--- config.mk ---
export PLATFORM = sky130hd
export DESIGN_NAME = range_median_smoothing_filter_core_flat
export DESIGN_NICKNAME = d
export VERILOG_FILES = /design/src/rtl/core/rmsf_pkg.sv /design/src/rtl/core/rmsf_if.sv /design/src/rtl/core/range_median_smoothing_filter_core.sv /design/src/rtl/core/rmsf_median.sv /design/src/rtl/core/rmsf_blend.sv /design/src/flat_wrapper.sv
export SDC_FILE = /design/constraint.sdc
export NUM_CORES = 1
export LEC_CHECK = 0
export BUFFER_PORTS_ARGS = -buffer_cell sky130_fd_sc_hd__buf_2
export CORE_MARGIN = 5
export CORE_UTILIZATION = 40
export CTS_BUF_LIST = sky130_fd_sc_hd__clkbuf_8 sky130_fd_sc_hd__clkbuf_16
export CTS_CLUSTER_DIAMETER = 50
export DETAILED_ROUTE_END_ITERATION = 7
export SLEW_MARGIN = 20
export SYNTH_ARGS = -nofsm -noshare
export SYNTH_HDL_FRONTEND = slang
export SYNTH_SLANG_ARGS = --single-unit
--- constraint.sdc ---
create_clock -name clk -period 14.4 [get_ports clk]
set_input_delay 1.44 -clock clk [delete_from_list [all_inputs] [get_ports clk]]
set_output_delay 1.44 -clock clk [all_outputs]
set_load 0.03 [all_outputs]
--- src/rtl/core/rmsf_pkg.sv ---
// Package for the range median smoothing filter.
// Holds widths, reset values, register indexes and divide-by-ten constants.
// No dependencies; every other file uses it by scoped names.
package rmsf_pkg;

    // Field widths
    localparam int SAMPLE_W = 16;
    localparam int WEIGHT_W = 4;
    localparam int RUN_W    = 8;
    localparam int CFG_W    = 16;

    // Default window length of the median ring
    localparam int WINDOW_DEFAULT = 3;

    // Configuration register indexes
    localparam logic REG_RANGE_LIMIT = 1'b0;
    localparam logic REG_WEIGHT      = 1'b1;

    // Configuration reset values
    localparam logic [SAMPLE_W-1:0] RANGE_LIMIT_RESET = 16'd600;
    localparam logic [WEIGHT_W-1:0] WEIGHT_RESET      = 4'd9;

    // Full weight of the blend, in tenths
    localparam logic [WEIGHT_W-1:0] WEIGHT_FULL = 4'd10;

    // Saturation point of the invalid-run counter
    localparam logic [RUN_W-1:0] RUN_MAX = 8'd255;

    // Blend sum: at most 10 * 65535, fits 20 bits
    localparam int SUM_W = 20;

    // floor(x / 10) = (x * DIV10_MULT) >> DIV10_SHIFT, exact for x < 2^22
    localparam int                 DIV10_SHIFT = 23;
    localparam logic [SUM_W-1:0]   DIV10_MULT  = 20'd838861;

endpackage

--- src/rtl/core/rmsf_if.sv ---
// Valid/ready channel interfaces for samples and filter results.
// Depends on rmsf_pkg for field widths.
interface rmsf_sample_if;
    logic                          valid;
    logic                          ready;
    logic [rmsf_pkg::SAMPLE_W-1:0] sample_mm;
    logic                          timed_out;

    modport source (output valid, output sample_mm, output timed_out, input ready);
    modport sink   (input valid, input sample_mm, input timed_out, output ready);
endinterface

interface rmsf_result_if;
    logic                          valid;
    logic                          ready;
    logic [rmsf_pkg::SAMPLE_W-1:0] filtered_mm;
    logic                          sample_used;
    logic                          was_cleared;

    modport source (output valid, output filtered_mm, output sample_used,
                    output was_cleared, input ready);
    modport sink   (input valid, input filtered_mm, input sample_used,
                    input was_cleared, output ready);
endinterface

--- src/rtl/core/range_median_smoothing_filter_core.sv ---
// Range median smoothing filter core: input register, one compute pass, result register.
// Input register, then result register; one sample per cycle while results are taken,
// set by the state update loop (ring write, median, blend, divide by ten).
// Reset: ring, smoothed value, slot and invalid run go to zero; range limit to 600,
// weight to 9 tenths. No clearing pass; the block accepts samples right after reset.
// Depends on rmsf_pkg, rmsf_if, rmsf_median and rmsf_blend.
module range_median_smoothing_filter_core #(
    parameter int WINDOW = rmsf_pkg::WINDOW_DEFAULT
) (
    input  logic                       clk,
    input  logic                       rst_n,
    rmsf_sample_if.sink                sample_ch,
    rmsf_result_if.source              result_ch,
    input  logic                       cfg_we,
    input  logic                       cfg_index,
    input  logic [rmsf_pkg::CFG_W-1:0] cfg_data
);
    localparam int                SLOT_W   = (WINDOW > 1) ? $clog2(WINDOW) : 1;
    localparam logic [SLOT_W-1:0] SLOT_TOP = SLOT_W'(WINDOW - 1);
    localparam logic [rmsf_pkg::RUN_W-1:0] RUN_CLEAR = rmsf_pkg::RUN_W'(WINDOW);

    // Configuration registers
    logic [rmsf_pkg::SAMPLE_W-1:0] range_limit_reg;
    logic [rmsf_pkg::WEIGHT_W-1:0] weight_reg;

    // Input stage
    logic                          in_valid_reg;
    logic [rmsf_pkg::SAMPLE_W-1:0] in_sample_reg;
    logic                          in_timeout_reg;

    // Filter state
    logic [rmsf_pkg::SAMPLE_W-1:0] ring_reg  [WINDOW];
    logic [rmsf_pkg::SAMPLE_W-1:0] ring_next [WINDOW];
    logic [rmsf_pkg::SAMPLE_W-1:0] ring_wr   [WINDOW];
    logic [SLOT_W-1:0]             slot_reg;
    logic [SLOT_W-1:0]             slot_next;
    logic [rmsf_pkg::RUN_W-1:0]    run_reg;
    logic [rmsf_pkg::RUN_W-1:0]    run_next;
    logic [rmsf_pkg::SAMPLE_W-1:0] smoothed_reg;
    logic [rmsf_pkg::SAMPLE_W-1:0] smoothed_next;

    // Result stage
    logic                          out_valid_reg;
    logic [rmsf_pkg::SAMPLE_W-1:0] out_filtered_reg;
    logic                          out_used_reg;
    logic                          out_cleared_reg;

    logic                          advance;
    logic                          is_invalid;
    logic                          used;
    logic                          cleared;
    logic [SLOT_W-1:0]             slot_eff;
    logic [rmsf_pkg::SAMPLE_W-1:0] median;
    logic [rmsf_pkg::SAMPLE_W-1:0] blended;

    // Handshake: input stage moves on when the result register is free or being taken
    assign advance         = in_valid_reg && (!out_valid_reg || result_ch.ready);
    assign sample_ch.ready = !in_valid_reg || advance;

    // Configuration writes
    always_ff @(posedge clk or negedge rst_n)
    begin
        if (!rst_n)
        begin
            range_limit_reg <= rmsf_pkg::RANGE_LIMIT_RESET;
            weight_reg      <= rmsf_pkg::WEIGHT_RESET;
        end
        else if (cfg_we)
        begin
            case (cfg_index)
                rmsf_pkg::REG_RANGE_LIMIT: range_limit_reg <= cfg_data;
                rmsf_pkg::REG_WEIGHT:      weight_reg      <= cfg_data[rmsf_pkg::WEIGHT_W-1:0];
                default:                   ;
            endcase
        end
    end

    // Input register
    always_ff @(posedge clk or negedge rst_n)
    begin
        if (!rst_n)
        begin
            in_valid_reg <= 1'b0;
        end
        else if (sample_ch.ready)
        begin
            in_valid_reg <= sample_ch.valid;
        end
    end

    always_ff @(posedge clk)
    begin
        if (sample_ch.valid && sample_ch.ready)
        begin
            in_sample_reg  <= sample_ch.sample_mm;
            in_timeout_reg <= sample_ch.timed_out;
        end
    end

    // Classification and ring write
    assign is_invalid = (in_sample_reg == '0) || (in_sample_reg >= range_limit_reg)
                      || in_timeout_reg;
    assign slot_eff   = (slot_reg > SLOT_TOP) ? '0 : slot_reg;

    always_comb
    begin
        for (int i = 0; i < WINDOW; i++)
        begin
            ring_wr[i] = (slot_eff == SLOT_W'(i)) ? in_sample_reg : ring_reg[i];
        end
    end

    rmsf_median #(
        .WINDOW (WINDOW)
    ) u_median (
        .ring   (ring_wr),
        .median (median)
    );

    rmsf_blend u_blend (
        .median   (median),
        .smoothed (smoothed_reg),
        .weight   (weight_reg),
        .blended  (blended)
    );

    // Next state
    always_comb
    begin
        used          = 1'b0;
        cleared       = 1'b0;
        run_next      = run_reg;
        slot_next     = slot_reg;
        smoothed_next = smoothed_reg;
        ring_next     = ring_reg;
        if (is_invalid)
        begin
            if (run_reg != rmsf_pkg::RUN_MAX)
            begin
                run_next = run_reg + 1'b1;
            end
            if (run_next >= RUN_CLEAR)
            begin
                cleared       = 1'b1;
                smoothed_next = '0;
                for (int i = 0; i < WINDOW; i++)
                begin
                    ring_next[i] = '0;
                end
            end
        end
        else
        begin
            used          = 1'b1;
            run_next      = '0;
            ring_next     = ring_wr;
            slot_next     = (slot_eff == SLOT_TOP) ? '0 : slot_eff + 1'b1;
            smoothed_next = blended;
        end
    end

    always_ff @(posedge clk or negedge rst_n)
    begin
        if (!rst_n)
        begin
            slot_reg     <= '0;
            run_reg      <= '0;
            smoothed_reg <= '0;
            for (int i = 0; i < WINDOW; i++)
            begin
                ring_reg[i] <= '0;
            end
        end
        else if (advance)
        begin
            slot_reg     <= slot_next;
            run_reg      <= run_next;
            smoothed_reg <= smoothed_next;
            ring_reg     <= ring_next;
        end
    end

    // Result register
    always_ff @(posedge clk or negedge rst_n)
    begin
        if (!rst_n)
        begin
            out_valid_reg <= 1'b0;
        end
        else if (advance)
        begin
            out_valid_reg <= 1'b1;
        end
        else if (result_ch.ready)
        begin
            out_valid_reg <= 1'b0;
        end
    end

    always_ff @(posedge clk)
    begin
        if (advance)
        begin
            out_filtered_reg <= smoothed_next;
            out_used_reg     <= used;
            out_cleared_reg  <= cleared;
        end
    end

    assign result_ch.valid       = out_valid_reg;
    assign result_ch.filtered_mm = out_filtered_reg;
    assign result_ch.sample_used = out_used_reg;
    assign result_ch.was_cleared = out_cleared_reg;

    // Assertions
    a_used_xor_cleared: assert property (@(posedge clk) disable iff (!rst_n)
        result_ch.valid |-> !(result_ch.sample_used && result_ch.was_cleared))
        else $error("result marks a sample both used and cleared");

    a_cleared_is_zero: assert property (@(posedge clk) disable iff (!rst_n)
        (result_ch.valid && result_ch.was_cleared) |-> (result_ch.filtered_mm == '0))
        else $error("cleared result carries a nonzero filtered value");

    a_no_accept_when_full: assert property (@(posedge clk) disable iff (!rst_n)
        (in_valid_reg && out_valid_reg && !result_ch.ready) |-> !sample_ch.ready)
        else $error("sample accepted while both stages are full and stalled");

    a_slot_in_range: assert property (@(posedge clk) disable iff (!rst_n)
        advance |=> (slot_reg <= SLOT_TOP))
        else $error("write slot left the ring");
endmodule

--- src/rtl/core/rmsf_median.sv ---
// Median of the sample ring by parallel rank counting.
// Depends on rmsf_pkg; instantiated by the filter core.
module rmsf_median #(
    parameter int WINDOW = rmsf_pkg::WINDOW_DEFAULT
) (
    input  logic [rmsf_pkg::SAMPLE_W-1:0] ring [WINDOW],
    output logic [rmsf_pkg::SAMPLE_W-1:0] median
);
    localparam int                RANK_W = $clog2(WINDOW);
    localparam logic [RANK_W-1:0] MID    = RANK_W'(WINDOW / 2);

    // Each entry's sorted position: smaller entries, ties broken by index.
    // The entry whose position is the middle one is the median.
    always_comb
    begin
        logic [RANK_W-1:0] rank;
        median = '0;
        for (int i = 0; i < WINDOW; i++)
        begin
            rank = '0;
            for (int j = 0; j < WINDOW; j++)
            begin
                if ((ring[j] < ring[i]) || ((ring[j] == ring[i]) && (j < i)))
                begin
                    rank = rank + 1'b1;
                end
            end
            if (rank == MID)
            begin
                median = median | ring[i];
            end
        end
    end
endmodule

--- src/rtl/core/rmsf_blend.sv ---
// Exponential blend of the new median into the smoothed value, in tenths.
// Depends on rmsf_pkg; instantiated by the filter core.
module rmsf_blend (
    input  logic [rmsf_pkg::SAMPLE_W-1:0] median,
    input  logic [rmsf_pkg::SAMPLE_W-1:0] smoothed,
    input  logic [rmsf_pkg::WEIGHT_W-1:0] weight,
    output logic [rmsf_pkg::SAMPLE_W-1:0] blended
);
    logic [rmsf_pkg::WEIGHT_W-1:0]  w_new;
    logic [rmsf_pkg::WEIGHT_W-1:0]  w_old;
    logic [rmsf_pkg::SUM_W-1:0]     sum;
    logic [2*rmsf_pkg::SUM_W-1:0]   prod;
    logic [rmsf_pkg::SAMPLE_W-1:0]  quot;

    // Weights, clamped at ten tenths
    assign w_new = (weight > rmsf_pkg::WEIGHT_FULL) ? rmsf_pkg::WEIGHT_FULL : weight;
    assign w_old = rmsf_pkg::WEIGHT_FULL - w_new;

    // Weighted sum, then divide by ten through the reciprocal constant
    assign sum  = rmsf_pkg::SUM_W'(rmsf_pkg::SUM_W'(w_new) * rmsf_pkg::SUM_W'(median))
                + rmsf_pkg::SUM_W'(rmsf_pkg::SUM_W'(w_old) * rmsf_pkg::SUM_W'(smoothed));
    assign prod = (2*rmsf_pkg::SUM_W)'(sum) * (2*rmsf_pkg::SUM_W)'(rmsf_pkg::DIV10_MULT);
    assign quot = prod[rmsf_pkg::DIV10_SHIFT +: rmsf_pkg::SAMPLE_W];

    // A zero smoothed value is loaded with the median directly
    assign blended = (smoothed == '0) ? median : quot;
endmodule
--- src/flat_wrapper.sv ---
// flat-port wrapper written by rule: the top's interface ports become plain ports
module range_median_smoothing_filter_core_flat 
#(
    parameter int WINDOW = rmsf_pkg::WINDOW_DEFAULT
)
  (clk, rst_n, cfg_we, cfg_index, cfg_data, sample_ch_valid, sample_ch_sample_mm, sample_ch_timed_out, sample_ch_ready, result_ch_valid, result_ch_filtered_mm, result_ch_sample_used, result_ch_was_cleared, result_ch_ready);
  rmsf_sample_if sample_ch_i ();
  rmsf_result_if result_ch_i ();
  input  logic clk;
  input  logic rst_n;
  input  logic cfg_we;
  input  logic cfg_index;
  input  logic [rmsf_pkg::CFG_W-1:0] cfg_data;
  input wire logic [$bits(sample_ch_i.valid)-1:0] sample_ch_valid;
  input wire logic [$bits(sample_ch_i.sample_mm)-1:0] sample_ch_sample_mm;
  input wire logic [$bits(sample_ch_i.timed_out)-1:0] sample_ch_timed_out;
  output wire logic [$bits(sample_ch_i.ready)-1:0] sample_ch_ready;
  output wire logic [$bits(result_ch_i.valid)-1:0] result_ch_valid;
  output wire logic [$bits(result_ch_i.filtered_mm)-1:0] result_ch_filtered_mm;
  output wire logic [$bits(result_ch_i.sample_used)-1:0] result_ch_sample_used;
  output wire logic [$bits(result_ch_i.was_cleared)-1:0] result_ch_was_cleared;
  input wire logic [$bits(result_ch_i.ready)-1:0] result_ch_ready;
  assign sample_ch_i.valid = sample_ch_valid;
  assign sample_ch_i.sample_mm = sample_ch_sample_mm;
  assign sample_ch_i.timed_out = sample_ch_timed_out;
  assign sample_ch_ready = sample_ch_i.ready;
  assign result_ch_valid = result_ch_i.valid;
  assign result_ch_filtered_mm = result_ch_i.filtered_mm;
  assign result_ch_sample_used = result_ch_i.sample_used;
  assign result_ch_was_cleared = result_ch_i.was_cleared;
  assign result_ch_i.ready = result_ch_ready;
  range_median_smoothing_filter_core #(.WINDOW(WINDOW)) u_core (.clk(clk), .rst_n(rst_n), .sample_ch(sample_ch_i), .result_ch(result_ch_i), .cfg_we(cfg_we), .cfg_index(cfg_index), .cfg_data(cfg_data));
endmodule
# After elaboration in Yosys (flattened, before gate mapping)
# Cells that the tools add are included.
# totals
reg_bits,131
in_bits,39
out_inout_bits,20
elab_cells,104
# op_classes
addsub,10
mul,3
order_cmp,13
eq_ne,10
mux,30
bitwise,4
reduce_logical,19
# op_table
operator,n
< comparator 16 bit,9
two-way mux 16 bit,9
two-way mux 48 bit,2
equality test 16 bit,3
multiplier 4 x 16 -> 20 bit,2
"multiplier 20 x 20 -> 39 bit, second input constant",1
zero test 16 bit,2
bitwise OR 16 bit,2
two-way mux 8 bit,3
adder 20 bit,1
greater-or-equal comparator 16 bit,1
two-way mux 2 bit,8
"adder 2 x 1 -> 2 bit, second input constant",4
"adder 8 x 1 -> 8 bit, second input constant",1
"equality test 2 x 1 -> 1 bit, second input constant",4
"greater-or-equal comparator 8 x 2 -> 1 bit, second input constant",1
"inequality test 8 bit, second input constant",1
AND reduction 2 bit,4
logical OR 1 bit,7
two-way mux 1 bit,7
"adder 1 x 1 -> 2 bit, second input constant",3
"greater-than comparator 4 bit, second input constant",1
two-way mux 4 bit,1
"subtractor 4 bit, first input constant",1
other kinds (8),11

# Depth between registers and ports, before layout
# logic_depth
depth_word,21
ltp_mapped,57

# Modules after synthesis
# A second synthesis with hierarchy kept.
# unflattened
cells_unflattened,1930
area_unflattened_um2,19077.0
# by_module_without_submodules
module,n_inst,cells_per_inst,area_per_inst_um2,seq_area_each_um2
rmsf_blend,1,1269,11489.8,0.0
range_median_smoothing_filter_core,1,452,6003.3,3460.8
rmsf_median,1,209,1584.0,0.0

# Least setup slack after synthesis
# OpenSTA, ideal clock, no wires.
# synth_path
path_kind,register to register
from,register u_core.slot_reg[0]
to,"register u_core.out_filtered_reg, in the netlist u_core.result_ch.filtered_mm[11] (data pin)"
setup_time_ns,0.261
arrival_time_ns,13.944
setup_slack_ns,0.195
path_stages_with_launch,57
n_path_buf,2
period_less_slack_ns,14.205
path_cell_list,dfrtp_1 -> inv_1 -> ha_1 -> buf_1 -> clkbuf_1 -> mux2i_1 -> inv_1 -> ha_1 -> a21oi_1 -> nand2_1 -> a221o_1 -> a211oi_1 -> a2bb2oi_4 -> xor2_4 -> nor2b_1 -> nor3_1 -> nor2_1 -> fa_1 -> [21 not listed] -> fa_1 -> inv_1 -> fa_1 -> fa_1 -> inv_1 -> fa_1 -> inv_1 -> ha_1 -> a211oi_1 -> nor2_1 -> or3_1 -> a32o_1 -> o2111a_1 -> or2_1 -> a221o_1 -> a21oi_1 -> xnor2_1 -> a221o_1
# synth_via
elab_chain_cells,21
word_cells_on_any_way,51
# synth_lines
item,line,rtl
from (decl),range_median_smoothing_filter_core.sv:35,logic [SLOT_W-1:0] slot_reg;
from (signal assigned),range_median_smoothing_filter_core.sv:176,slot_reg <= slot_next;
greater-than comparator 2 bit,range_median_smoothing_filter_core.sv:103,assign slot_eff = (slot_reg > SLOT_TOP) ? '0 : slot_reg;
two-way mux 2 bit *,range_median_smoothing_filter_core.sv:103,
zero test 2 bit,range_median_smoothing_filter_core.sv:109,ring_wr[i] = (slot_eff == SLOT_W'(i)) ? in_sample_reg : ring_reg[i];
two-way mux 16 bit,range_median_smoothing_filter_core.sv:109,
< comparator 16 bit,rmsf_median.sv:23,if ((ring[j] < ring[i]) || ((ring[j] == ring[i]) && (j < i)))
two-way mux 1 bit,rmsf_median.sv:23,
adder 1 x 1 -> 2 bit,rmsf_median.sv:25,rank = rank + 1'b1;
two-way mux 2 bit,rmsf_median.sv:23,
[6 not listed],-,
bitwise OR 16 bit,rmsf_median.sv:30,median = median | ring[i];
two-way mux 16 bit *,rmsf_median.sv:28,if (rank == MID)
multiplier 4 x 16 -> 20 bit,rmsf_blend.sv:20,assign sum = rmsf_pkg::SUM_W'(rmsf_pkg::SUM_W'(w_new) * rmsf_pkg::SUM_W'(median))
adder 20 bit,rmsf_blend.sv:21,+ rmsf_pkg::SUM_W'(rmsf_pkg::SUM_W'(w_old) * rmsf_pkg::SUM_W'(smoothed));
multiplier 20 x 20 -> 39 bit,rmsf_blend.sv:22,assign prod = (2*rmsf_pkg::SUM_W)'(sum) * (2*rmsf_pkg::SUM_W)'(rmsf_pkg::DIV10_MULT);
two-way mux 16 bit *,rmsf_blend.sv:26,assign blended = (smoothed == '0) ? median : quot;
two-way mux 16 bit *,range_median_smoothing_filter_core.sv:136,if (is_invalid)
via u_core.smoothed_next (one bit),range_median_smoothing_filter_core.sv:40,logic [rmsf_pkg::SAMPLE_W-1:0] smoothed_next;
to (signal assigned),range_median_smoothing_filter_core.sv:204,out_filtered_reg <= smoothed_next;
to (decl),range_median_smoothing_filter_core.sv:44,logic [rmsf_pkg::SAMPLE_W-1:0] out_filtered_reg;
# The timed path passes the listed nets; every way through them passes the cells marked *.
# A chain may end at the register's enable or synchronous reset.

# Final worst setup path
# layout_path
from,register u_core.slot_reg[0]
to,"register u_core.out_filtered_reg, in the netlist u_core.result_ch.filtered_mm[10] (data pin)"
# Same word-level chain as after synthesis.

==> summary.md <==
| Metric | Value |
|---|---|
| Synth warn | `0` |
| Largest stage delay, worst path | `0.58 ns` |
| DRC viols | `0` |
| Top area cells in the synthesized netlist | `fa_1 (24%), ha_1 (19%), dfrtp_1 (12%)` |
| Die X | `226 um` |
| Global route overflow | `0` |
| Post-Route Setup TNS | `0 ns` |
| Worst path bufs/invs | `10` |
| Hold_sp | `u_core.ring_reg[5]` |
| Final ANT Viol Nets | `0` |
| Setup crit start kind | `register` |
| RR Endpoint | `u_core.result_ch.filtered_mm[10]` |
| Core footprint | `0.0464 mm^2` |
| Yosys top cell by area | `fa_1` |
| Hold Path Class | `reg -> reg` |
| Worst-Margin Slew | `1.02 ns` |
| Sequential share of the synthesized area | `18.5%` |
| Min-Delay Endpoint | `u_core.ring_reg[5]` |
| Number of synthesized flops with an enable pin | `35` |
| # hold bufs at CTS | `0` |
| Die footprint | `0.0512 mm^2` |
| Synthesized flop and latch total | `131` |
| H-tree Lvls | `4` |
| I/O pin count | `59` |
| CP required | `14.66 ns` |
| Max reg flops | `48` |
| Clock transition at path regs | `0.06 ns` |
| Register Area | `0.00346 mm^2` |
| Hold Path Depth | `2` |
| Multi-input gate area | `0.0138 mm^2` |
| CP top delay family | `adder cells` |
| Largest net degree at the start of global routing | `65` |
| Slew margin rel. | `31.5%` |
| Initial Util | `40.3%` |
| Final hold vios | `0` |
| Leading register cell type out of synthesis | `dfrtp_1` |
| Post-Syn Instances | `1969` |
| Die height | `226 um` |
| Filler cell count | `4377` |
| Longest Clk Path Bufs | `2` |
| All-Layer GR Usage | `20.3%` |
| Via count | `14145` |
| PortBufs | `58` |
| Via density | `5.20` |
| Slew Limit Fails | `0` |
| Reg2Reg Setup Slack | `0.57 ns` |
| Status | `finished clean` |
| Worst-path fanout max | `9` |
| Mapped cell area | `0.0187 mm^2` |
| Drt pass-1 iters | `5` |
| Async set-reset flop share out of synthesis | `73.3%` |
| First-pass GRT wire length | `81500 um` |
| DRT iter0 DRCs | `873` |
| Placer Congestion | `0.908` |
| Reg2reg path depth | `52` |
| Fin crit share | `96.0%` |
| Antenna Cells | `0` |
| Synth top area share | `24.4%` |
| Max Fclk | `72.3 MHz` |
| Worst Path Arrival | `14.09 ns` |
| CP max stage cell | `fa_1` |
| Root Driver | `clkbuf_16` |
| CTS tree | `done` |
| Nets | `2649` |
| Clk_lat worst skew | `0.44 ns` |
| Initial antenna violation count | `0` |
| Layout cell share with drive strength beyond 1 | `14.0%` |
| Worst R2R Start | `u_core.slot_reg[0]` |
| Num CTS Buffers | `17` |
| Mean post-synth cell area | `9.50 um^2` |
| Max Cap Viol | `0` |
| Final Skew | `0.0130 ns` |
| Clock period minus worst slack | `13.83 ns` |
| Clk sinks | `131` |
| Area Growth Syn to Fin | `14.2%` |
| Routed wire per std cell | `18.7 um` |
| Setup crit end kind | `register` |
| Netlist cell types | `72` |
| Number of global-route vias before repair | `15016` |
| WS Path Type | `reg -> reg` |
| DP HPWL | `42200 um` |
| Syn Nets | `2517` |
| Post-Route WL | `50800 um` |
| Row Count | `79` |
| Final Setup Violations | `0` |
[placed cells by master (no fill, tap or decap), types with 11 or more instances in the layout]
cell type	instances
buf_2	57
edfxtp_1	35
a21oi_1	47
dfrtp_1	90
and3_1	21
ha_1	273
a22o_1	15
a21o_1	36
nor2b_1	17
xnor2_1	40
clkbuf_16	17
mux2i_1	36
o22ai_1	11
nand4_1	13
o221ai_1	13
buf_4	91
xor2_1	20
o21ai_0	101
nand2b_1	29
and2_1	18
nand3_1	32
mux2_2	16
nor2_1	66
inv_1	438
nand2_1	152
fa_1	228
[cell usage after synthesis, drive strengths merged (9+ instances only)]
| master | count |
|---|---|
| o221ai | 16 |
| o22ai | 11 |
| nor2b | 19 |
| nand3 | 32 |
| xor2 | 23 |
| nand2 | 153 |
| nand4 | 13 |
| a21o | 37 |
| mux2i | 43 |
| a22o | 15 |
| dfrtp | 90 |
| inv | 438 |
| edfxtp | 35 |
| xnor2 | 44 |
| or2 | 11 |
| mux2 | 17 |
| nor2 | 68 |
| o21ai | 108 |
| ha | 281 |
| nor4 | 12 |
| clkbuf | 36 |
| and3 | 21 |
| nand2b | 29 |
| fa | 228 |
| and2 | 19 |
| a21oi | 60 |
| nor3 | 9 |
| buf | 9 |
[metal layers]
metal  GRT usage (%)  wire [um]  vias to the layer above
met2            34.4      25000                      360
met1            27.1      22500                     7018
met4            5.45       1070                        0
met5               0          0                        -
li1                -          -                     6705
met3            3.28       2290                       62
[worst reg2reg max path, delay by kind of cell (launching register included)]
| kind | cells | cell delay [ns] |
|---|---|---|
| fa+ha+maj | 15 | 6.53 |
| compound gates | 16 | 3.60 |
| simple gates | 6 | 1.13 |
| buf+inv | 10 | 0.86 |
| xor+xnor | 3 | 0.68 |
| mux | 2 | 0.52 |
| flops | 1 | 0.34 |
[layout make-up]
class	instances	share of cell area (%)
Inverter	439	7.72
Clock buffer	17	1.99
Clock inverter	15	0.809
Tap cell	607	3.56
Sequential cell	131	16.2
Timing Repair Buffer	158	5.22
Multi-Input combinational cell	1354	64.5
[repair_timing]
item / in CTS / in global routing
resized for setup: 8 / 73
pin swaps: 1 / 23
buffers inserted: 0 / 17
setup endpoints to repair: 5 / 29
[how the worst max path moves through the flow]
stage / from / to / slack (ns) / cells past startpoint
6_report: u_core.slot_reg[0] / u_core.result_ch.filtered_mm[10] / 0.57 / 52
5_1_grt: u_core.slot_reg[0] / u_core.result_ch.filtered_mm[12] / -0.06 / 55
4_1_cts: u_core.slot_reg[1] / u_core.result_ch.filtered_mm[11] / 0.03 / 55
3_5_place_dp: u_core.slot_reg[1] / u_core.result_ch.filtered_mm[10] / -0.11 / 57
3_3_place_gp: u_core.slot_reg[1] / u_core.result_ch.filtered_mm[10] / 0.20 / 57
2_1_floorplan: u_core.slot_reg[0] / u_core.result_ch.filtered_mm[11] / 0.19 / 56
[metrics by stage]
| step | hold slack, ns | utilization [%] | setup WS, ns | area [um^2] | std cells |
|---|---|---|---|---|---|
| 4_1_cts | 0.485 | 45.0 | 0.0278 | 20900 | 2704 |
| 5_1_grt | 0.504 | 46.0 | -0.0639 | 21300 | 2721 |
| 3_5_place_dp | 0.471 | 43.6 | -0.112 | 20200 | 2672 |
| 2_1_floorplan | 0.446 | - | 0.195 | 18700 | 1969 |
| 3_3_place_gp | 0.461 | 43.6 | 0.197 | 20200 | 2672 |
| 6_report | 0.481 | 46.0 | 0.573 | 21300 | 2721 |
[cells by family after synthesis]
family / synth area share (%)
and+or+nand+nor: 10.1
buffers and inverters: 9.82
muxes: 3.41
xor gates and xnor gates: 3.28
DFF: 18.5
AOI/OAI and AO/OA: 11.6
adders and majority gates: 43.3
Power is left out: the tool's default activity adds up to more than one toggle a clock period on the data nets, which glitch-free logic cannot reach.
